## config.mk

```make
export PLATFORM = sky130hd
export DESIGN_NAME = json_string_unescape_utf8_unit
export DESIGN_NICKNAME = d
export VERILOG_FILES = /design/src/rtl/jsu_pkg.sv /design/src/rtl/jsu_decode.sv /design/src/rtl/json_string_unescape_utf8_unit.sv
export SDC_FILE = /design/constraint.sdc
export NUM_CORES = 1
export LEC_CHECK = 0
export ABC_CLOCK_PERIOD_IN_PS = 15860
export BUFFER_PORTS_ARGS = -buffer_cell sky130_fd_sc_hd__buf_2
export CORE_UTILIZATION = 30
export CTS_BUF_LIST = sky130_fd_sc_hd__clkbuf_16
export CTS_CLUSTER_DIAMETER = 120
export DETAILED_ROUTE_END_ITERATION = 10
export PLACE_DENSITY = 0.45
export SETUP_SLACK_MARGIN = 0.2
export SYNTH_ARGS = -nofsm -noshare
export SYNTH_HDL_FRONTEND = slang
export SYNTH_SLANG_ARGS = --single-unit
export TNS_END_PERCENT = 100
```

## constraint.sdc

```tcl
create_clock -name clock -period 15.86 [get_ports clock]
set_input_delay 2.379 -clock clock [delete_from_list [all_inputs] [get_ports clock]]
set_output_delay 2.379 -clock clock [all_outputs]
set_load 0.01 [all_outputs]
```

## src/rtl/jsu_pkg.sv

```systemverilog
// Package with the types, codes and helper functions of the JSON string unescaper.
`timescale 1ns / 1ps
`default_nettype none

package jsu_pkg;

   typedef enum logic [2:0] {
      ST_DATA       = 3'd0,
      ST_DONE       = 3'd1,
      ST_UNEXP_END  = 3'd2,
      ST_CTRL       = 3'd3,
      ST_BAD_HEX    = 3'd4,
      ST_BAD_ESC    = 3'd5
   } status_type;

   typedef enum logic [1:0] {
      MODE_NORMAL = 2'd0,
      MODE_ESCAPE = 2'd1,
      MODE_HEX    = 2'd2
   } mode_type;

   localparam int MaxResults = 5;
   localparam int CountWidth = $clog2(MaxResults + 1);
   localparam int IndexWidth = $clog2(MaxResults);

   localparam logic [7:0] CH_QUOTE     = 8'h22;
   localparam logic [7:0] CH_BACKSLASH = 8'h5C;
   localparam logic [7:0] CH_SLASH     = 8'h2F;
   localparam logic [7:0] CH_LOW_B     = 8'h62;
   localparam logic [7:0] CH_LOW_F     = 8'h66;
   localparam logic [7:0] CH_LOW_N     = 8'h6E;
   localparam logic [7:0] CH_LOW_R     = 8'h72;
   localparam logic [7:0] CH_LOW_T     = 8'h74;
   localparam logic [7:0] CH_LOW_U     = 8'h75;
   localparam logic [7:0] CTRL_MAX     = 8'h1F;

   localparam logic [15:0] HIGH_SURR_LO = 16'hD800;
   localparam logic [15:0] HIGH_SURR_HI = 16'hDBFF;
   localparam logic [15:0] LOW_SURR_LO  = 16'hDC00;
   localparam logic [15:0] LOW_SURR_HI  = 16'hDFFF;
   localparam logic [20:0] SUPP_BASE    = 21'h10000;

   typedef struct packed {
      mode_type    mode;
      logic [1:0]  hex_cnt;
      logic [15:0] hex_acc;
      logic [15:0] held_cp;
      logic        held_valid;
   } dec_state_type;

   localparam dec_state_type DEC_STATE_RESET = '{
      mode: MODE_NORMAL, hex_cnt: 2'd0, hex_acc: 16'd0, held_cp: 16'd0, held_valid: 1'b0
   };

   typedef struct packed {
      status_type status;
      logic [7:0] data;
   } rsp_item_type;

   typedef struct packed {
      logic [3:0][7:0] bytes;
      logic [2:0]      len;
   } utf8_type;

   typedef struct packed {
      logic       valid;
      logic [3:0] value;
   } hex_type;

   typedef struct packed {
      logic       known;
      logic [7:0] value;
   } esc_type;

   function automatic utf8_type utf8_encode(input logic [20:0] cp);
      utf8_type r;
      r = '0;
      if (cp < 21'h80) begin
         r.len      = 3'd1;
         r.bytes[0] = cp[7:0];
      end else if (cp < 21'h800) begin
         r.len      = 3'd2;
         r.bytes[0] = {3'b110, cp[10:6]};
         r.bytes[1] = {2'b10, cp[5:0]};
      end else if (cp < 21'h10000) begin
         r.len      = 3'd3;
         r.bytes[0] = {4'b1110, cp[15:12]};
         r.bytes[1] = {2'b10, cp[11:6]};
         r.bytes[2] = {2'b10, cp[5:0]};
      end else begin
         r.len      = 3'd4;
         r.bytes[0] = {5'b11110, cp[20:18]};
         r.bytes[1] = {2'b10, cp[17:12]};
         r.bytes[2] = {2'b10, cp[11:6]};
         r.bytes[3] = {2'b10, cp[5:0]};
      end
      return r;
   endfunction

   function automatic hex_type hex_decode(input logic [7:0] c);
      hex_type r;
      r = '0;
      case (c) inside
         [8'h30:8'h39]: begin
            r.valid = 1'b1;
            r.value = 4'(c - 8'h30);
         end
         [8'h61:8'h66]: begin
            r.valid = 1'b1;
            r.value = 4'(c - 8'h57);
         end
         [8'h41:8'h46]: begin
            r.valid = 1'b1;
            r.value = 4'(c - 8'h37);
         end
         default: r = '0;
      endcase
      return r;
   endfunction

   function automatic esc_type escape_map(input logic [7:0] c);
      esc_type r;
      r.known = 1'b1;
      r.value = c;
      unique case (c)
         CH_LOW_B: r.value = 8'h08;
         CH_LOW_F: r.value = 8'h0C;
         CH_LOW_N: r.value = 8'h0A;
         CH_LOW_R: r.value = 8'h0D;
         CH_LOW_T: r.value = 8'h09;
         CH_QUOTE, CH_BACKSLASH, CH_SLASH: r.value = c;
         default: r.known = 1'b0;
      endcase
      return r;
   endfunction

endpackage

`default_nettype wire

```

## src/rtl/jsu_decode.sv

```systemverilog
// Combinational decode of one string byte into its result list and the next parser state.
`timescale 1ns / 1ps
`default_nettype none

module jsu_decode
   import jsu_pkg::*;
(
   input  dec_state_type                   state,
   input  logic [7:0]                      in_byte,
   input  logic                            end_of_input,
   output rsp_item_type [MaxResults-1:0]   results,
   output logic [CountWidth-1:0]           count,
   output dec_state_type                   state_next
);

   utf8_type      enc;
   hex_type       hex;
   esc_type       esc;
   logic [15:0]   acc_next;
   logic          pair;
   logic          enc_en;
   logic [20:0]   enc_cp;
   logic          tail_en;
   rsp_item_type  tail;
   logic          finished;
   dec_state_type ns;

   assign hex      = hex_decode(in_byte);
   assign esc      = escape_map(in_byte);
   assign acc_next = {state.hex_acc[11:0], hex.value};
   assign pair     = state.held_valid
                     && state.held_cp >= HIGH_SURR_LO && state.held_cp <= HIGH_SURR_HI
                     && acc_next >= LOW_SURR_LO && acc_next <= LOW_SURR_HI;
   assign enc      = utf8_encode(enc_cp);

   always_comb begin
      ns       = state;
      enc_en   = 1'b0;
      enc_cp   = {5'd0, state.held_cp};
      tail_en  = 1'b0;
      tail     = '{status: ST_DATA, data: 8'd0};
      finished = 1'b0;
      unique case (state.mode)
         MODE_NORMAL: begin
            if (in_byte == CH_QUOTE) begin
               enc_en   = state.held_valid;
               tail_en  = 1'b1;
               tail     = '{status: ST_DONE, data: 8'd0};
               finished = 1'b1;
            end else if (in_byte <= CTRL_MAX) begin
               tail_en  = 1'b1;
               tail     = '{status: ST_CTRL, data: 8'd0};
               finished = 1'b1;
            end else if (in_byte == CH_BACKSLASH) begin
               ns.mode = MODE_ESCAPE;
            end else begin
               enc_en        = state.held_valid;
               ns.held_valid = 1'b0;
               ns.held_cp    = 16'd0;
               tail_en       = 1'b1;
               tail          = '{status: ST_DATA, data: in_byte};
            end
         end
         MODE_ESCAPE: begin
            if (in_byte == CH_LOW_U) begin
               ns.mode    = MODE_HEX;
               ns.hex_cnt = 2'd0;
               ns.hex_acc = 16'd0;
            end else if (esc.known) begin
               enc_en        = state.held_valid;
               ns.held_valid = 1'b0;
               ns.held_cp    = 16'd0;
               ns.mode       = MODE_NORMAL;
               tail_en       = 1'b1;
               tail          = '{status: ST_DATA, data: esc.value};
            end else begin
               tail_en  = 1'b1;
               tail     = '{status: ST_BAD_ESC, data: 8'd0};
               finished = 1'b1;
            end
         end
         MODE_HEX: begin
            if (!hex.valid) begin
               tail_en  = 1'b1;
               tail     = '{status: ST_BAD_HEX, data: 8'd0};
               finished = 1'b1;
            end else if (state.hex_cnt == 2'd3) begin
               if (pair) begin
                  enc_en        = 1'b1;
                  enc_cp        = 21'({1'b0, state.held_cp[9:0], acc_next[9:0]}) + SUPP_BASE;
                  ns.held_valid = 1'b0;
                  ns.held_cp    = 16'd0;
               end else begin
                  enc_en        = state.held_valid;
                  ns.held_valid = 1'b1;
                  ns.held_cp    = acc_next;
               end
               ns.mode    = MODE_NORMAL;
               ns.hex_cnt = 2'd0;
               ns.hex_acc = 16'd0;
            end else begin
               ns.hex_cnt = 2'(state.hex_cnt + 2'd1);
               ns.hex_acc = acc_next;
            end
         end
         default: begin
            ns = DEC_STATE_RESET;
         end
      endcase
   end

   always_comb begin
      logic [CountWidth-1:0] n;
      n       = '0;
      results = '0;
      if (enc_en) begin
         for (int i = 0; i < 4; i++) begin
            if (3'(i) < enc.len) begin
               results[n[IndexWidth-1:0]] = '{status: ST_DATA, data: enc.bytes[i[1:0]]};
               n = CountWidth'(n + 1'b1);
            end
         end
      end
      if (tail_en) begin
         results[n[IndexWidth-1:0]] = tail;
         n = CountWidth'(n + 1'b1);
      end
      if (!finished && end_of_input) begin
         results[n[IndexWidth-1:0]] = (ns.mode == MODE_HEX)
                                      ? '{status: ST_BAD_HEX, data: 8'd0}
                                      : '{status: ST_UNEXP_END, data: 8'd0};
         n = CountWidth'(n + 1'b1);
      end
      count = n;
   end

   assign state_next = (finished || end_of_input) ? DEC_STATE_RESET : ns;

endmodule

`default_nettype wire

```

## src/rtl/json_string_unescape_utf8_unit.sv

```systemverilog
// Top level of the JSON string unescaper that turns string body bytes into UTF-8.
//
// The req channel carries one byte of a JSON string body per transaction, starting
// after the opening quote; req_tlast marks the last byte of the buffer. The rsp
// channel carries the results: rsp_tuser is the status (data byte, string done or
// one of four errors), rsp_tdata the UTF-8 byte for data results and zero otherwise,
// and rsp_tlast marks the final result caused by one request byte. A byte may cause
// no result at all, for instance a backslash or an incomplete \u escape.
// An accepted byte lands in the input register; the result register shows its results.
// A byte with n results holds the input register until the last has moved on, as the
// result register moves one result per cycle while the receiver takes them, so the block
// takes one byte per cycle while each byte gives at most one result and the receiver does
// not stall; a byte without results needs no free result register. A \u escape is held
// so that a surrogate pair becomes one 4-byte character, which makes bursts of up to five
// results. Reset clears the parser state and empties both registers. When the receiver
// stalls, the result register holds its transaction and req_tready falls once the waiting
// byte has no more room to move its results.
`timescale 1ns / 1ps
`default_nettype none

module json_string_unescape_utf8_unit
   import jsu_pkg::*;
(
   input  logic       clock,
   input  logic       reset,
   input  logic       req_tvalid,
   output logic       req_tready,
   input  logic [7:0] req_tdata,   // [7:0] in_byte
   input  logic       req_tlast,
   output logic       rsp_tvalid,
   input  logic       rsp_tready,
   output logic [7:0] rsp_tdata,   // [7:0] out_byte
   output logic [2:0] rsp_tuser,   // [2:0] status
   output logic       rsp_tlast
);

   logic                          in_valid_ff, in_valid_in;
   logic [7:0]                    in_byte_ff, in_byte_in;
   logic                          in_end_ff, in_end_in;
   dec_state_type                 state_ff, state_in;
   logic [IndexWidth-1:0]         idx_ff, idx_in;
   logic                          rsp_valid_ff, rsp_valid_in;
   rsp_item_type                  rsp_item_ff, rsp_item_in;
   logic                          rsp_last_ff, rsp_last_in;

   rsp_item_type [MaxResults-1:0] results;
   logic [CountWidth-1:0]         count;
   dec_state_type                 state_next;
   logic                          out_free;
   logic                          take;
   logic                          is_final;
   logic                          retire;
   logic                          req_accept;

   jsu_decode u_decode (
      .state        (state_ff),
      .in_byte      (in_byte_ff),
      .end_of_input (in_end_ff),
      .results      (results),
      .count        (count),
      .state_next   (state_next)
   );

   assign out_free   = !rsp_valid_ff || rsp_tready;
   assign is_final   = (CountWidth'(idx_ff) == CountWidth'(count - 1'b1));
   assign take       = in_valid_ff && (count != '0) && out_free;
   assign retire     = in_valid_ff && ((count == '0) || (out_free && is_final));
   assign req_tready = !in_valid_ff || retire;
   assign req_accept = req_tvalid && req_tready;

   always_comb begin
      in_valid_in  = in_valid_ff;
      in_byte_in   = in_byte_ff;
      in_end_in    = in_end_ff;
      state_in     = state_ff;
      idx_in       = idx_ff;
      rsp_valid_in = rsp_valid_ff;
      rsp_item_in  = rsp_item_ff;
      rsp_last_in  = rsp_last_ff;
      if (take) begin
         rsp_valid_in = 1'b1;
         rsp_item_in  = results[idx_ff];
         rsp_last_in  = is_final;
      end else if (rsp_tready) begin
         rsp_valid_in = 1'b0;
      end
      if (retire) begin
         state_in    = state_next;
         idx_in      = '0;
         in_valid_in = 1'b0;
      end else if (take) begin
         idx_in = IndexWidth'(idx_ff + 1'b1);
      end
      if (req_accept) begin
         in_valid_in = 1'b1;
         in_byte_in  = req_tdata;
         in_end_in   = req_tlast;
      end
   end

   always_ff @(posedge clock) begin
      if (reset) begin
         in_valid_ff  <= 1'b0;
         state_ff     <= DEC_STATE_RESET;
         idx_ff       <= '0;
         rsp_valid_ff <= 1'b0;
      end else begin
         in_valid_ff  <= in_valid_in;
         state_ff     <= state_in;
         idx_ff       <= idx_in;
         rsp_valid_ff <= rsp_valid_in;
      end
      in_byte_ff  <= in_byte_in;
      in_end_ff   <= in_end_in;
      rsp_item_ff <= rsp_item_in;
      rsp_last_ff <= rsp_last_in;
   end

   assign rsp_tvalid = rsp_valid_ff;
   assign rsp_tdata  = rsp_item_ff.data;
   assign rsp_tuser  = rsp_item_ff.status;
   assign rsp_tlast  = rsp_last_ff;

endmodule

`default_nettype wire

```

== Yosys cells after proc, flatten, opt, wreduce, memory -nomap -nowiden ==
Index checks and enable logic that the tools add are counted.

* Register bits: 59
* Latch bits: 0
* RAM bits: 0
* Memory bits (read-only): 0
* Input bits: 13
* Output and inout port bits: 14
* Logic and storage cells: 215
* Memories: 0

* Add/sub/neg operators: 12
* $mul: 0
* Div/mod/pow operators: 0
* Order comparisons: 29
* Equal/unequal tests: 23
* Shifts and indexed selects: 0
* Multiplexer cells: 104
* Bitwise operators: 0
* Reductions and logical operators: 34

{| class="wikitable"
|+ Operators with widths
! kind !! count
|-
| two-way mux 55 bit || 8
|-
| bitwise mux 55 bit || 5
|-
| demux 11 bit (select 3 bit) || 5
|-
| two-way mux 11 bit || 14
|-
| two-way mux 17 bit || 7
|-
| two-way mux 21 bit || 4
|-
| two-way mux 37 bit || 2
|-
| == test 8 x 7 -> 1 bit (second input constant) || 7
|-
| case mux 18 bit (3 select lines) || 1
|-
| case mux 17 bit (3 select lines) || 1
|-
| case mux 8 bit (5 select lines) || 1
|-
| two-way mux 18 bit || 2
|-
| binary-select mux 11 bit (select 3 bit) || 1
|-
| case mux 11 bit (3 select lines) || 1
|-
| >= comparator 16 bit (second input constant) || 2
|-
| <= comparator 16 bit (second input constant) || 2
|-
| two-way mux 3 bit || 9
|-
| two-way mux 25 bit || 1
|-
| less-than comparator 3 x 4 -> 1 bit (second input constant) || 6
|-
| two-way mux 24 bit || 1
|-
| two-way mux 8 bit || 3
|-
| two-way mux 1 bit || 23
|-
| adder 20 x 17 -> 21 bit (second input constant) || 1
|-
| less-than comparator 21 x 12 -> 1 bit (second input constant) || 1
|-
| 39 further kinds || 94
|}

== Longest topological paths before layout ==
Gate-level depths: netlist (run 1).

* Depth after elaboration: 40
* Mapped depth: 24
* Depth with buffers taken out: 21

== By module ==
Synthesis (run 1) repeated with hierarchy kept, for this count alone.

* Cell total of the unflattened synthesis: 709
* Area total of the unflattened synthesis: 5800.6 µm²

{| class="wikitable"
|+ By module, submodules not included
! module !! times used !! cells an instance !! area an instance (µm²) !! sequential area each (µm²)
|-
| json_string_unescape_utf8_unit || 1 || 264 || 3021.6 || 1471.4
|-
| jsu_decode || 1 || 445 || 2778.9 || 0.0
|}

== Least setup slack after synthesis (run 1) ==
No wires, ideal clock.

* Path kind: reg-to-output
* From: reg in_byte_ff[1]
* To: out req_tready
* Data arrival time: 4.843 ns
* Required time: 13.481 ns
* Path slack: 8.638 ns
* Cell stages (with the launch flop): 23
* Path buffers: 2
* Cell sequence: edfxtp_1 inv_1 ha_1 nor2_1 a2111o_1 o21ai_2 buf_6 nand4_4 and2_1 o21ai_1 clkbuf_1 nor2_1 ha_1 nand2_1 o41a_2 inv_2 ha_1 o21ai_0 ha_1 xor2_1 nand2_1 o31a_1 inv_1

* Longest elaborated chain between the ends: 38
* Elaborated cells between the ends (all ways): 90
* Those cells by class: add/sub: 10; order compare: 16; eq/ne: 10; mux: 41; reduce/logical: 13

{| class="wikitable"
|+ Ends and longest elaborated chain
! what !! RTL line !! text
|-
| start, declared || json_string_unescape_utf8_unit.sv:38 || <nowiki>logic [7:0] in_byte_ff, in_byte_in;</nowiki>
|-
| start signal, assigned || json_string_unescape_utf8_unit.sv:113 || <nowiki>in_byte_ff <= in_byte_in;</nowiki>
|-
| >= comparator 8 x 7 -> 1 bit (not written as such) or <= comparator 8 x 7 -> 1 bit (tied branches) || jsu_decode.sv:28 || <nowiki>assign hex = hex_decode(in_byte);</nowiki>
|-
| logical AND 1 bit (not written as such) || jsu_decode.sv:28 ||
|-
| two-way mux 5 bit (3 in series) || jsu_pkg.sv:103 || <nowiki>case (c) inside</nowiki>
|-
| >= comparator 16 bit || jsu_decode.sv:33 || <nowiki>&& acc_next >= LOW_SURR_LO && acc_next <= LOW_SURR_HI;</nowiki>
|-
| logical AND 1 bit (2 in series) || jsu_decode.sv:33 ||
|-
| two-way mux 21 bit || jsu_decode.sv:88 || <nowiki>if (pair) begin</nowiki>
|-
| two-way mux 21 bit || jsu_decode.sv:87 || <nowiki>end else if (state.hex_cnt == 2'd3) begin</nowiki>
|-
| two-way mux 21 bit || jsu_decode.sv:83 || <nowiki>if (!hex.valid) begin</nowiki>
|-
| [... 19 more ...] || n/a ||
|-
| adder 3 x 1 -> 3 bit || jsu_decode.sv:132 || <nowiki>n = CountWidth'(n + 1'b1);</nowiki>
|-
| two-way mux 3 bit * || jsu_decode.sv:128 || <nowiki>if (!finished && end_of_input) begin</nowiki>
|-
| subtractor 3 x 1 -> 3 bit || json_string_unescape_utf8_unit.sv:65 || <nowiki>assign is_final = (CountWidth'(idx_ff) == CountWidth'(count - 1'b1));</nowiki>
|-
| == test 3 bit || json_string_unescape_utf8_unit.sv:65 ||
|-
| logical AND 1 bit || json_string_unescape_utf8_unit.sv:67 || <nowiki>assign retire = in_valid_ff && ((count == '0) || (out_free && is_final));</nowiki>
|-
| logical OR 1 bit * || json_string_unescape_utf8_unit.sv:67 ||
|-
| logical AND 1 bit * || json_string_unescape_utf8_unit.sv:67 ||
|-
| logical OR 1 bit * || json_string_unescape_utf8_unit.sv:68 || <nowiki>assign req_tready = !in_valid_ff || retire;</nowiki>
|-
| end, declared || json_string_unescape_utf8_unit.sv:27 || <nowiki>output logic req_tready,</nowiki>
|}

Every way passes the cells marked *; elsewhere a longest branch is shown, timed or not. The select of a mux whose other input is x is not followed.

== Worst setup path after layout (run 1) ==
Same ends and word-level chain as after synthesis.

==> results of run 1 <==
## power by group through the flow
| stage | Sequential [mW] | Combinational (mW) | Clock (mW) |
|---|---|---|---|
| after floorplan | 0.171 | 0.0508 | 0 |
| after global placement | 0.173 | 0.0687 | 0 |
| after detailed placement | 0.173 | 0.0686 | 0 |
| after CTS | 0.170 | 0.0690 | 0.192 |
| after global routing | 0.171 | 0.0755 | 0.198 |
| final | 0.170 | 0.0693 | 0.188 |
## cell families after synthesis
family	Yosys count	share of synthesized area [%]
simple gates	210	23.2
fa+ha+maj	12	3.03
mux	32	7.02
xor+xnor	14	3.23
buf+inv	53	4.87
flops	59	28.1
compound gates	196	30.6
## cell usage in the layout (no fill, tap or decap), drive strengths merged, types with 5 or more instances in the layout
master,instances
a21oi,31
clkbuf,10
o2111ai,8
nand4,7
and2,10
a2bb2oi,5
nor2,33
nand2b,5
ha,12
o211ai,12
a211oi,8
buf,29
nor3,12
a311oi,7
nor2b,12
edfxtp,21
inv,21
mux2i,28
o31a,7
a31oi,9
nand3,21
o21a,7
o22ai,8
dfxtp,38
o21ai,33
xnor2,9
nand2,77
## stage by stage
step / hold slack (ns) / setup slack (ns) / area [sq um] / cells
floorplan: 0.438 / 8.64 / 4950 / 576
global placement: 0.451 / 7.48 / 5200 / 785
detailed placement: 0.468 / 7.31 / 5200 / 785
CTS: 0.476 / 6.90 / 5480 / 801
global route: 0.503 / 6.32 / 5480 / 801
finish: 0.469 / 6.78 / 5480 / 801
## how the worst max path moves through the flow
stage,endpoint,startpoint,cells past startpoint
after detailed placement,req_tready,in_byte_ff[1],21
after global placement,req_tready,in_byte_ff[1],21
after global routing,req_tready,in_byte_ff[1],21
after CTS,req_tready,in_byte_ff[1],21
after floorplan,req_tready,in_byte_ff[1],22
final,req_tready,in_byte_ff[1],21
## flip-flops by register name, indices dropped and copies added, names as in the netlist
| name | count |
|---|---|
| rsp_tdata | 8 |
| idx_ff | 3 |
| rsp_tuser | 3 |
| rsp_tlast | 1 |
| rsp_tvalid | 1 |
| in_end_ff | 1 |
| in_byte_ff | 8 |
| in_valid_ff | 1 |
| state_ff | 33 |
## worst reg2reg max path, delay by kind of cell, from the launching register on
kind	cells	cell delay (ns)
AO/OA/AOI/OAI	7	3.32
adder cells (fa/ha/maj)	4	1.15
XOR/XNOR	1	0.40
buffers and inverters	2	0.25
flip-flops	1	0.51
AND/OR/NAND/NOR	6	1.22
## per-layer routing
| layer | GRT usage, % | up-vias |
|---|---|---|
| li1 | - | 2230 |
| met1 | 28.7 | 2292 |
| met2 | 29.8 | 179 |
| met3 | 4.60 | 23 |
| met4 | 8.05 | 0 |
| met5 | 0 | - |
## cell type report
class,count,area (sq um),area share (%)
Clock buffer,10,250,4.57
Clock inverter,6,28.8,0.525
Inverter,17,63.8,1.16
Multi-Input combinational cell,464,3320,60.6
Sequential cell,59,1390,25.4
Tap cell,216,270,4.93
Timing Repair Buffer,29,153,2.79
==> impl_table.tex, run 1 <==
\begin{tabular}{lr}
\hline
Metric & Value \\
\hline
\multicolumn{2}{l}{\textbf{Drt}} \\
\quad Wire length on met1 & 7870 um \\
\quad Vias per cell & 5.90 \\
\quad Met3 layer wire length in the routed design & 1070 um \\
\quad Total via count after detailed routing & 4724 \\
\quad Top Layer Used & met4 \\
\quad Wirelength per Cell & 20.4 um \\
\quad Detailed-route DRC error count & 0 \\
\quad Met2 routed WL & 7040 um \\
\quad Drt total wl & 16400 um \\
\quad Routed Antenna Nets & 0 \\
\quad First-pass detailed-route iteration total & 5 \\
\quad Violation count after the first detailed-routing iteration & 526 \\
\multicolumn{2}{l}{\textbf{STA}} \\
\quad Worst slew pin tran & 1.01 ns \\
\quad Setup violation total in the final timing report & 0 \\
\quad Slew margin rel. & 32.3\% \\
\quad Total count of hold-check failures in the final report & 0 \\
\quad Ratio of final minimum period to clock period & 57.2\% \\
\quad Setup repair after global routing missed its margin & no \\
\quad Final Max Tran Viols & 0 \\
\quad Setup TNS & 0 ns \\
\quad Maximum clock frequency & 110 MHz \\
\quad Largest clock skew in the final design & 0.0150 ns \\
\quad Final min period & 9.08 ns \\
\multicolumn{2}{l}{\textbf{Power}} \\
\quad Share of power burned in combinational logic & 16.2\% \\
\quad Share of total power in sequential cells & 39.8\% \\
\quad Power density over the cells & 77.9 nW/um\^{}2 \\
\quad Power spent charging and discharging nets & 0.125 mW \\
\quad Worst IR drop on VDD & 0.0487 mV \\
\quad Share of total power in the clock network & 44.0\% \\
\quad Final total power & 0.427 mW \\
\quad Switching part of the total & 29.3\% \\
\quad Cell leakage power & 1.86 nW \\
\quad Internal Dissipation & 0.301 mW \\
\multicolumn{2}{l}{\textbf{Logic synthesis}} \\
\quad Top cells by instance count after synthesis & sky130\_fd\_sc\_hd\_\_nand2\_1 (75), sky130\_fd\_sc\_hd\_\_dfxtp\_1 (38), sky130\_fd\_sc\_hd\_\_nor2\_1 (33) \\
\quad Number of distinct library cells after synthesis & 95 \\
\quad Number of flops mapped to enable cells by yosys & 21 \\
\quad Share of flip-flops with an asynchronous set or reset after synthesis & 0\% \\
\quad Gate count after technology mapping & 576 \\
\quad Net Count, Synth & 601 \\
\quad Top FF cell, synth & sky130\_fd\_sc\_hd\_\_dfxtp\_1 \\
\quad Largest area contributor in the netlist & sky130\_fd\_sc\_hd\_\_dfxtp\_1 \\
\quad Sequential element share of the synthesized area & 28.1\% \\
\quad Mean post-synth cell area & 8.60 sq um \\
\quad Ranking of synthesized cells by area & sky130\_fd\_sc\_hd\_\_dfxtp\_1 (15\%), sky130\_fd\_sc\_hd\_\_edfxtp\_1 (13\%), sky130\_fd\_sc\_hd\_\_nand2\_1 (5.7\%) \\
\quad Count of warnings emitted by yosys & 0 \\
\quad Area share of the leading cell type in the synthesized netlist & 15.4\% \\
\quad Top-count cell post-synth & sky130\_fd\_sc\_hd\_\_nand2\_1 \\
\quad Post-Syn Area & 4950 sq um \\
\quad Count of state elements after synthesis & 59 \\
\multicolumn{2}{l}{\textbf{Job}} \\
\quad Number of maximum-capacitance constraint violations & 0 \\
\multicolumn{2}{l}{\textbf{Clock tree}} \\
\quad Clock Latency Late Sink & 0.35 ns \\
\quad Clock tree from TritonCTS & yes \\
\quad CTS H-tree depth & 3 \\
\quad Number of buffers added by the clock tree synthesis step & 9 \\
\quad Clock-pin slew of the registers on the worst-case setup and hold paths & 0.05 ns \\
\quad Post-CTS setup-driven buffer insertion count & 0 \\
\quad Clock Root Buffer & sky130\_fd\_sc\_hd\_\_clkbuf\_16 \\
\quad Hold\_buf cts & 0 \\
\quad CTS-repair resized insts & 0 \\
\quad Sink count of the clock tree & 59 \\
\quad Maximum count of clock buffers along a single path & 2 \\
\multicolumn{2}{l}{\textbf{Placement}} \\
\quad Dpl hpwl & 12300 um \\
\quad Routability cong. & 0.892 \\
\quad Port buffer count & 26 \\
\multicolumn{2}{l}{\textbf{Hold path}} \\
\quad Endpoint of the worst hold path & state\_ff[34] \\
\quad Worst Hold Launch & state\_ff[34] \\
\quad Tightest Hold Check Type & reg -> reg \\
\quad Cells on Worst Hold Path & 2 \\
\multicolumn{2}{l}{\textbf{GRT}} \\
\quad Wire length of the first global-routing pass & 25800 um \\
\quad Number of antenna violations at the first check in global routing & 0 \\
\quad Vias in the first global route & 4429 \\
\quad Tot GR Track Use & 20.3\% \\
\quad Largest net degree at the start of global routing & 29 \\
\quad Total congestion overflow & 0 \\
\multicolumn{2}{l}{\textbf{Worst setup path}} \\
\quad Crit path launch type & register \\
\quad Arr. time, crit path & 6.70 ns \\
\quad Standard cell with the maximum stage delay on the critical path & sky130\_fd\_sc\_hd\_\_o21ai\_1 \\
\quad Crit path required time & 13.48 ns \\
\quad Crit path capture type & primary output \\
\quad Worst path bufs/invs & 4 \\
\quad Max incr delay on CP & 0.81 ns \\
\quad Worst R2R Start & in\_byte\_ff[1] \\
\quad Number of cell instances on the worst register-to-register path & 20 \\
\quad Crit-path max FO & 16 \\
\quad Critical path, cell by cell & inv\_1 > ha\_1 > nor2\_1 > a2111o\_1 > o21ai\_2 > a31o\_4 > nand2\_2 > o21ai\_1 > nor2\_1 > ha\_1 > nand2\_1 > o41a\_2 > inv\_2 > ha\_1 > o21ai\_0 > ha\_1 > xor2\_1 > nand2\_1 > o31a\_1 > inv\_1 > buf\_2 \\
\quad Most common cell on crit path & sky130\_fd\_sc\_hd\_\_ha\_1 \\
\quad R2R setup slack & 8.65 ns \\
\quad Class of the most critical setup path & reg -> out \\
\quad Worst r2r dst & in\_byte\_ff[5] \\
\quad Crit-path leading delay family & compound AO/OA/AOI/OAI gates \\
\multicolumn{2}{l}{\textbf{Finish}} \\
\quad Number of inserted filler cells in the final layout & 1740 \\
\quad Final nets & 605 \\
\quad Layout cell share with drive strength beyond 1 & 14.5\% \\
\quad Final design utilization & 34.2\% \\
\quad Antenna diode instance count & 0 \\
\quad Area overhead of the layout relative to synthesis & 10.6\% \\
\multicolumn{2}{l}{\textbf{Floorplan}} \\
\quad I/O pins & 27 \\
\quad Core box area & 16000 sq um \\
\quad Die H & 131 um \\
\quad Count of standard-cell rows & 46 \\
\quad Starting Density & 31.0\% \\
\quad Die footprint & 17000 sq um \\
\quad Die Width & 131 um \\
\multicolumn{2}{l}{\textbf{Outcome}} \\
\quad Outcome & complete, no violations \\
\hline
\end{tabular}
Note: power is estimated with default switching activity, not from simulation.
==> run 2: changes to the inputs <==
ABC_CLOCK_PERIOD_IN_PS = 9000   (was 15860)
clock period = 9 ns   (was 15.86 ns; I/O delays follow)
==> impl_table.tex, run 2 (synthesized netlist as in run 1, its figures left out) <==
\begin{tabular}{lr}
\hline
Metric & Value \\
\hline
\multicolumn{2}{l}{\textbf{Clock tree}} \\
\quad CTS H-tree depth & 3 (unchanged) \\
\quad Sink count of the clock tree & 59 (unchanged) \\
\quad Clock Root Buffer & sky130\_fd\_sc\_hd\_\_clkbuf\_16 (unchanged) \\
\quad Post-CTS setup-driven buffer insertion count & 0 (unchanged) \\
\quad CTS-repair resized insts & 0 (unchanged) \\
\quad Hold\_buf cts & 0 (unchanged) \\
\quad Clock Latency Late Sink & 0.34 ns (was 0.35 ns) \\
\quad Number of buffers added by the clock tree synthesis step & 9 (unchanged) \\
\quad Maximum count of clock buffers along a single path & 2 (unchanged) \\
\quad Clock-pin slew of the registers on the worst-case setup and hold paths & 0.05 ns (about the same) \\
\quad Clock tree from TritonCTS & yes (unchanged) \\
\multicolumn{2}{l}{\textbf{Placement}} \\
\quad Placed instance area & 5200 sq um (unchanged) \\
\quad Routability cong. & 0.889 (was 0.892) \\
\quad Port buffer count & 26 (unchanged) \\
\quad Dpl hpwl & 12100 um (was 12300 um) \\
\multicolumn{2}{l}{\textbf{Power}} \\
\quad Power density over the cells & 137 nW/um\^{}2 (was 77.9 nW/um\^{}2) \\
\quad Power spent charging and discharging nets & 0.219 mW (was 0.125 mW) \\
\quad Share of power burned in combinational logic & 16.2\% (about the same) \\
\quad Internal Dissipation & 0.531 mW (was 0.301 mW) \\
\quad Share of total power in the clock network & 44.0\% (about the same) \\
\quad Worst IR drop on VDD & 0.0864 mV (was 0.0487 mV) \\
\quad Final total power & 0.751 mW (was 0.427 mW) \\
\quad Share of total power in sequential cells & 39.9\% (was 39.8\%) \\
\quad Cell leakage power & 1.86 nW (about the same) \\
\quad Switching part of the total & 29.2\% (was 29.3\%) \\
\multicolumn{2}{l}{\textbf{Drt}} \\
\quad Total via count after detailed routing & 4738 (was 4724) \\
\quad First-pass detailed-route iteration total & 6 (was 5) \\
\quad Detailed-route DRC error count & 0 (unchanged) \\
\quad Routed Antenna Nets & 0 (unchanged) \\
\quad Wirelength per Cell & 20.2 um (was 20.4 um) \\
\quad Vias per cell & 5.92 (was 5.90) \\
\quad Violation count after the first detailed-routing iteration & 424 (was 526) \\
\quad Drt total wl & 16200 um (was 16400 um) \\
\multicolumn{2}{l}{\textbf{Worst setup path}} \\
\quad Worst r2r dst & in\_byte\_ff[6] (was in\_byte\_ff[5]) \\
\quad Crit-path leading delay family & compound AO/OA/AOI/OAI gates (unchanged) \\
\quad Worst path bufs/invs & 4 (unchanged) \\
\quad Worst R2R Start & in\_byte\_ff[1] (unchanged) \\
\quad Crit path capture type & primary output (unchanged) \\
\quad Most common cell on crit path & sky130\_fd\_sc\_hd\_\_ha\_1 (unchanged) \\
\quad Crit-path max FO & 16 (unchanged) \\
\quad Crit path launch type & register (unchanged) \\
\quad Number of cell instances on the worst register-to-register path & 20 (unchanged) \\
\quad Arr. time, crit path & 6.62 ns (was 6.70 ns) \\
\quad Critical path, cell by cell & inv\_1 > ha\_1 > nor2\_1 > a2111o\_1 > o21ai\_2 > a31o\_4 > nand2\_2 > o21ai\_1 > nor2\_1 > ha\_1 > nand2\_1 > o41a\_2 > inv\_2 > ha\_1 > o21ai\_0 > ha\_1 > xor2\_1 > nand2\_1 > o31a\_1 > inv\_1 > buf\_2 (unchanged) \\
\quad Standard cell with the maximum stage delay on the critical path & sky130\_fd\_sc\_hd\_\_o21ai\_1 (unchanged) \\
\quad Class of the most critical setup path & reg -> out (unchanged) \\
\quad Crit path required time & 7.65 ns (was 13.48 ns) \\
\quad Max incr delay on CP & 0.77 ns (was 0.81 ns) \\
\quad R2R setup slack & 1.89 ns (was 8.65 ns) \\
\multicolumn{2}{l}{\textbf{Finish}} \\
\quad Largest register by flop count & state\_ff (unchanged) \\
\quad Layout cell share with drive strength beyond 1 & 14.7\% (was 14.5\%) \\
\quad Most common cell after layout, fill and taps aside & sky130\_fd\_sc\_hd\_\_nand2\_1 (unchanged) \\
\quad Max FFs per register & 33 (unchanged) \\
\quad Non-Filler Cell Area, Final & 5480 sq um (unchanged) \\
\quad Number of inserted filler cells in the final layout & 1716 (was 1740) \\
\quad Area overhead of the layout relative to synthesis & 10.6\% (unchanged) \\
\quad Most frequent cells in the layout & sky130\_fd\_sc\_hd\_\_nand2\_1 (75), sky130\_fd\_sc\_hd\_\_dfxtp\_1 (38), sky130\_fd\_sc\_hd\_\_nor2\_1 (33) (unchanged) \\
\quad Final nets & 605 (unchanged) \\
\quad Final design utilization & 34.2\% (unchanged) \\
\quad Antenna diode instance count & 0 (unchanged) \\
\multicolumn{2}{l}{\textbf{Floorplan}} \\
\quad Core box area & 16000 sq um (unchanged) \\
\quad Count of standard-cell rows & 46 (unchanged) \\
\quad I/O pins & 27 (unchanged) \\
\quad Die H & 131 um (unchanged) \\
\quad Starting Density & 31.0\% (unchanged) \\
\quad Die Width & 131 um (unchanged) \\
\quad Die footprint & 17000 sq um (unchanged) \\
\multicolumn{2}{l}{\textbf{Hold path}} \\
\quad Endpoint of the worst hold path & state\_ff[34] (unchanged) \\
\quad Cells on Worst Hold Path & 2 (unchanged) \\
\quad Tightest Hold Check Type & reg -> reg (unchanged) \\
\quad Worst Hold Launch & state\_ff[34] (unchanged) \\
\multicolumn{2}{l}{\textbf{GRT}} \\
\quad Vias in the first global route & 4469 (was 4429) \\
\quad Number of antenna violations at the first check in global routing & 0 (unchanged) \\
\quad Fraction of met1 tracks used by global routing & 28.4\% (was 28.7\%) \\
\quad Met2 Track Usage GR & 29.5\% (was 29.8\%) \\
\quad Total congestion overflow & 0 (unchanged) \\
\quad Most used routing layer in global routing & met2 (unchanged) \\
\quad Met3 usage in global routing & 4.48\% (was 4.60\%) \\
\quad Wire length of the first global-routing pass & 25500 um (was 25800 um) \\
\quad Largest net degree at the start of global routing & 35 (was 29) \\
\quad Tot GR Track Use & 20.0\% (was 20.3\%) \\
\multicolumn{2}{l}{\textbf{STA}} \\
\quad Ratio of final minimum period to clock period & 88.5\% \\
\quad Setup violation total in the final timing report & 0 (unchanged) \\
\quad Setup repair after global routing missed its margin & no (unchanged) \\
\quad Slew margin rel. & 27.8\% (was 32.3\%) \\
\quad Final min period & 7.97 ns \\
\quad Setup TNS & 0 ns (unchanged) \\
\quad Total count of hold-check failures in the final report & 0 (unchanged) \\
\quad Worst slew pin tran & 1.08 ns (was 1.01 ns) \\
\quad Largest clock skew in the final design & 0.00901 ns (was 0.0150 ns) \\
\quad Final Max Tran Viols & 0 (unchanged) \\
\quad Maximum clock frequency & 126 MHz \\
\multicolumn{2}{l}{\textbf{Job}} \\
\quad Number of maximum-capacitance constraint violations & 0 (unchanged) \\
\multicolumn{2}{l}{\textbf{Outcome}} \\
\quad Outcome & complete, no violations (unchanged) \\
\hline
\end{tabular}
run 2: cell types whose count changed in the layout (fill, tap and decap cells not counted), sizes merged:
cell    delta
clkinv     -1
inv        +1
run 2: final cells by class:
type / instances / area [sq um] / share of cell area [%]
Tap cell: 216 / 270 / 4.93
Clock inverter: 6 / 28.8 / 0.525
Multi-Input combinational cell: 464 / 3320 / 60.6
Timing Repair Buffer: 29 / 153 / 2.79
Clock buffer: 10 / 250 / 4.57
Inverter: 17 / 63.8 / 1.16
Sequential cell: 59 / 1390 / 25.4
run 2: layer usage:
| layer | up-vias | routed length (um) | part of all wire (%) |
|---|---|---|---|
| met3 | 23 | 954 | 5.9 |
| met4 | 0 | 384 | 2.4 |
| met2 | 181 | 7010 | 43 |
| li1 | 2226 | - | - |
| met5 | - | 0 | 0 |
| met1 | 2308 | 7810 | 48 |
run 2: per-stage QoR:
stage                     cells  hold WS [ns]  worst slack, ns
after floorplan             576         0.438             2.81
after global placement      785         0.449             1.69
after detailed placement    785         0.474             1.46
after CTS                   801         0.482             1.06
after global routing        801         0.512            0.595
final                       801         0.476             1.03
run 2: worst max path at each step:
stage / end / startpoint / cells after the start
final: req_tready / in_byte_ff[1] / 21
after global routing: req_tready / in_byte_ff[1] / 21
after CTS: req_tready / in_byte_ff[1] / 21
after detailed placement: req_tready / in_byte_ff[1] / 21
after global placement: req_tready / in_byte_ff[1] / 21
after floorplan: req_tready / in_byte_ff[1] / 22
run 2: power by group through the flow:
stage | Combinational, mW | Sequential, mW | Clock, mW
2_1_floorplan | 0.0896 | 0.302 | 0
3_3_place_gp | 0.120 | 0.304 | 0
5_1_grt | 0.132 | 0.301 | 0.348
6_report | 0.121 | 0.299 | 0.330
3_5_place_dp | 0.120 | 0.305 | 0
4_1_cts | 0.121 | 0.299 | 0.338
run 2: worst reg2reg max path: stages, from the launching register on:
cell,delay [ns]
sky130_fd_sc_hd__edfxtp_1,0.52
sky130_fd_sc_hd__inv_1,0.18
sky130_fd_sc_hd__ha_1,0.22
sky130_fd_sc_hd__nor2_1,0.05
sky130_fd_sc_hd__a2111o_1,0.54
sky130_fd_sc_hd__o21ai_2,0.59
sky130_fd_sc_hd__a31o_4,0.39
sky130_fd_sc_hd__nand2_2,0.14
sky130_fd_sc_hd__o21ai_1,0.77
sky130_fd_sc_hd__nor2_1,0.10
sky130_fd_sc_hd__ha_1,0.30
sky130_fd_sc_hd__nand2_1,0.06
sky130_fd_sc_hd__o41a_2,0.18
sky130_fd_sc_hd__inv_2,0.08
sky130_fd_sc_hd__ha_1,0.26
sky130_fd_sc_hd__o21ai_0,0.40
sky130_fd_sc_hd__ha_1,0.33
sky130_fd_sc_hd__xor2_1,0.44
sky130_fd_sc_hd__nand2_1,0.23
sky130_fd_sc_hd__o31a_1,0.32
sky130_fd_sc_hd__nor2b_1,0.63
==> run 3: changes to the inputs <==
CTS_BUF_LIST = default   (was sky130_fd_sc_hd__clkbuf_16)
==> impl_table.tex, run 3 (synthesized netlist as in run 1, its figures left out) <==
\begin{tabular}{lr}
\hline
Metric & Value \\
\hline
\multicolumn{2}{l}{\textbf{Outcome}} \\
\quad Outcome & complete, no violations (unchanged) \\
\multicolumn{2}{l}{\textbf{Finish}} \\
\quad Area taken by multi-input logic gates & 3320 sq um (unchanged) \\
\quad Largest register by flop count & state\_ff (unchanged) \\
\quad Non-Filler Cell Area, Final & 5490 sq um (was 5480 sq um) \\
\quad Area overhead of the layout relative to synthesis & 10.8\% (was 10.6\%) \\
\quad Most frequent cells in the layout & sky130\_fd\_sc\_hd\_\_nand2\_1 (75), sky130\_fd\_sc\_hd\_\_dfxtp\_1 (38), sky130\_fd\_sc\_hd\_\_nor2\_1 (33) (unchanged) \\
\quad Final Non-Filler Cells & 801 (unchanged) \\
\quad Antenna diode instance count & 0 (unchanged) \\
\quad Sequential cell area & 1390 sq um (unchanged) \\
\quad Layout cell share with drive strength beyond 1 & 14.7\% (unchanged) \\
\quad Most common cell after layout, fill and taps aside & sky130\_fd\_sc\_hd\_\_nand2\_1 (unchanged) \\
\quad Number of inserted filler cells in the final layout & 1715 (was 1716) \\
\quad Final nets & 605 (unchanged) \\
\quad Max FFs per register & 33 (unchanged) \\
\multicolumn{2}{l}{\textbf{Floorplan}} \\
\quad Starting Density & 31.0\% (unchanged) \\
\quad Die footprint & 17000 sq um (unchanged) \\
\quad I/O pins & 27 (unchanged) \\
\quad Die Width & 131 um (unchanged) \\
\quad Count of standard-cell rows & 46 (unchanged) \\
\quad Die H & 131 um (unchanged) \\
\quad Core box area & 16000 sq um (unchanged) \\
\multicolumn{2}{l}{\textbf{GRT}} \\
\quad Number of antenna violations at the first check in global routing & 0 (unchanged) \\
\quad Largest net degree at the start of global routing & 35 (unchanged) \\
\quad Vias in the first global route & 4462 (was 4469) \\
\quad Wire length of the first global-routing pass & 25500 um (about the same) \\
\quad Tot GR Track Use & 20.0\% (about the same) \\
\quad Total congestion overflow & 0 (unchanged) \\
\multicolumn{2}{l}{\textbf{STA}} \\
\quad Worst slew pin tran & 1.10 ns (was 1.08 ns) \\
\quad Total count of hold-check failures in the final report & 0 (unchanged) \\
\quad Setup violation total in the final timing report & 0 (unchanged) \\
\quad Setup TNS & 0 ns (unchanged) \\
\quad Maximum clock frequency & 126 MHz (about the same) \\
\quad Setup repair after global routing missed its margin & no (unchanged) \\
\quad Worst hold slack & 0.479 ns (was 0.476 ns) \\
\quad Final min period & 7.95 ns (was 7.97 ns) \\
\quad Ratio of final minimum period to clock period & 88.4\% (was 88.5\%) \\
\quad Slew margin rel. & 26.6\% (was 27.8\%) \\
\quad Final Max Tran Viols & 0 (unchanged) \\
\quad Largest clock skew in the final design & 0.0107 ns (was 0.00901 ns) \\
\multicolumn{2}{l}{\textbf{Power}} \\
\quad Worst IR drop on VDD & 0.0867 mV (was 0.0864 mV) \\
\quad Internal Dissipation & 0.542 mW (was 0.531 mW) \\
\quad Cell leakage power & 1.86 nW (about the same) \\
\quad Share of total power in the clock network & 44.8\% (was 44.0\%) \\
\quad Share of power burned in combinational logic & 15.9\% (was 16.2\%) \\
\quad Share of total power in sequential cells & 39.3\% (was 39.9\%) \\
\quad Power spent charging and discharging nets & 0.219 mW (about the same) \\
\quad Power density over the cells & 139 nW/um\^{}2 (was 137 nW/um\^{}2) \\
\quad Switching part of the total & 28.8\% (was 29.2\%) \\
\multicolumn{2}{l}{\textbf{Clock tree}} \\
\quad Maximum count of clock buffers along a single path & 2 (unchanged) \\
\quad CTS-repair resized insts & 0 (unchanged) \\
\quad Clock-pin slew of the registers on the worst-case setup and hold paths & 0.05 ns (about the same) \\
\quad Clock Latency Late Sink & 0.35 ns (was 0.34 ns) \\
\quad Hold\_buf cts & 0 (unchanged) \\
\quad CTS H-tree depth & 3 (unchanged) \\
\quad Post-CTS setup-driven buffer insertion count & 0 (unchanged) \\
\quad Sink count of the clock tree & 59 (unchanged) \\
\quad Number of buffers added by the clock tree synthesis step & 9 (unchanged) \\
\quad Clock tree from TritonCTS & yes (unchanged) \\
\quad Clock Root Buffer & sky130\_fd\_sc\_hd\_\_clkbuf\_16 (unchanged) \\
\multicolumn{2}{l}{\textbf{Job}} \\
\quad Number of maximum-capacitance constraint violations & 0 (unchanged) \\
\multicolumn{2}{l}{\textbf{Placement}} \\
\quad Placed cell count & 785 (unchanged) \\
\quad Dpl hpwl & 12100 um (unchanged) \\
\quad Routability cong. & 0.889 (unchanged) \\
\quad Port buffer count & 26 (unchanged) \\
\quad Placed instance area & 5200 sq um (unchanged) \\
\multicolumn{2}{l}{\textbf{Drt}} \\
\quad Met2 routed WL & 6960 um (was 7010 um) \\
\quad Routed Antenna Nets & 0 (unchanged) \\
\quad Met3 layer wire length in the routed design & 1010 um (was 954 um) \\
\quad Wire length on met1 & 7760 um (was 7810 um) \\
\quad Total via count after detailed routing & 4709 (was 4738) \\
\quad Detailed-route DRC error count & 0 (unchanged) \\
\quad Drt total wl & 16100 um (was 16200 um) \\
\quad Wirelength per Cell & 20.1 um (was 20.2 um) \\
\quad Violation count after the first detailed-routing iteration & 430 (was 424) \\
\quad Top Layer Used & met4 (unchanged) \\
\quad Vias per cell & 5.88 (was 5.92) \\
\quad First-pass detailed-route iteration total & 5 (was 6) \\
\multicolumn{2}{l}{\textbf{Worst setup path}} \\
\quad Most common cell on crit path & sky130\_fd\_sc\_hd\_\_ha\_1 (unchanged) \\
\quad Crit path required time & 7.65 ns (about the same) \\
\quad Crit path launch type & register (unchanged) \\
\quad Critical path, cell by cell & inv\_1 > ha\_1 > nor2\_1 > a2111o\_1 > o21ai\_2 > a31o\_4 > nand2\_2 > o21ai\_1 > nor2\_1 > ha\_1 > nand2\_1 > o41a\_2 > inv\_2 > ha\_1 > o21ai\_0 > ha\_1 > xor2\_1 > nand2\_1 > o31a\_1 > inv\_1 > buf\_2 (unchanged) \\
\quad Arr. time, crit path & 6.60 ns (was 6.62 ns) \\
\quad Max incr delay on CP & 0.78 ns (was 0.77 ns) \\
\quad Crit path capture type & primary output (unchanged) \\
\quad Class of the most critical setup path & reg -> out (unchanged) \\
\quad Crit-path max FO & 16 (unchanged) \\
\quad Standard cell with the maximum stage delay on the critical path & sky130\_fd\_sc\_hd\_\_o21ai\_1 (unchanged) \\
\multicolumn{2}{l}{\textbf{Hold path}} \\
\quad Tightest Hold Check Type & reg -> reg (unchanged) \\
\hline
\end{tabular}
==> run 3: changes by cell type in the layout (fill, tap and decap cells not counted), sizes merged <==
| cell | delta |
|---|---|
| clkbuf | +3 |
| inv | -3 |
==> run 3: worst max-delay path, delay by kind of cell, from the launching register on <==
kind | cells | cell delay, ns
AND/OR/NAND/NOR | 5 | 0.57
adder cells (fa/ha/maj) | 4 | 1.11
XOR/XNOR | 1 | 0.41
buffers and inverters | 4 | 0.43
flip-flops | 1 | 0.52
AO/OA/AOI/OAI | 7 | 3.21
==> run 3: cell type report <==
cell class	instances	area share, %
multi-input combinational	464	60.5
sequential	59	25.3
clock buffer	13	4.95
tap	216	4.92
timing repair buffer	29	2.78
inverter	17	1.16
clock inverter	3	0.319
==> run 3: per-layer routing <==
metal,global-route usage [%],vias up
li1,-,2226
met1,28.4,2275
met2,29.4,185
met3,4.48,23
met4,6.96,0
met5,0,-
==> run 3: final timing paths <==
kind | slack (ns) | cells after the start | end | startpoint
setup / recovery | 1.05 | 21 | req_tready | in_byte_ff[1]
hold / removal | 0.48 | 2 | state_ff[34] | state_ff[34]
setup reg to reg | 1.90 | 20 | in_byte_ff[6] | in_byte_ff[1]
hold reg to reg | 0.48 | 2 | state_ff[34] | state_ff[34]
==> run 3: power groups by stage <==
stage	Clock, mW	Combinational [mW]	Sequential, mW
floorplan	0	0.0896	0.302
global placement	0	0.120	0.304
detailed placement	0	0.120	0.305
CTS	0.348	0.120	0.299
global route	0.359	0.132	0.301
finish	0.341	0.121	0.299
==> run 3: metrics by stage <==
stage / util, % / setup slack, ns / power, mW
after floorplan: - / 2.81 / 0.391
after global placement: 32.5 / 1.69 / 0.425
after detailed placement: 32.5 / 1.46 / 0.425
after CTS: 34.3 / 1.09 / 0.768
after global routing: 34.3 / 0.608 / 0.791
final: 34.3 / 1.05 / 0.761
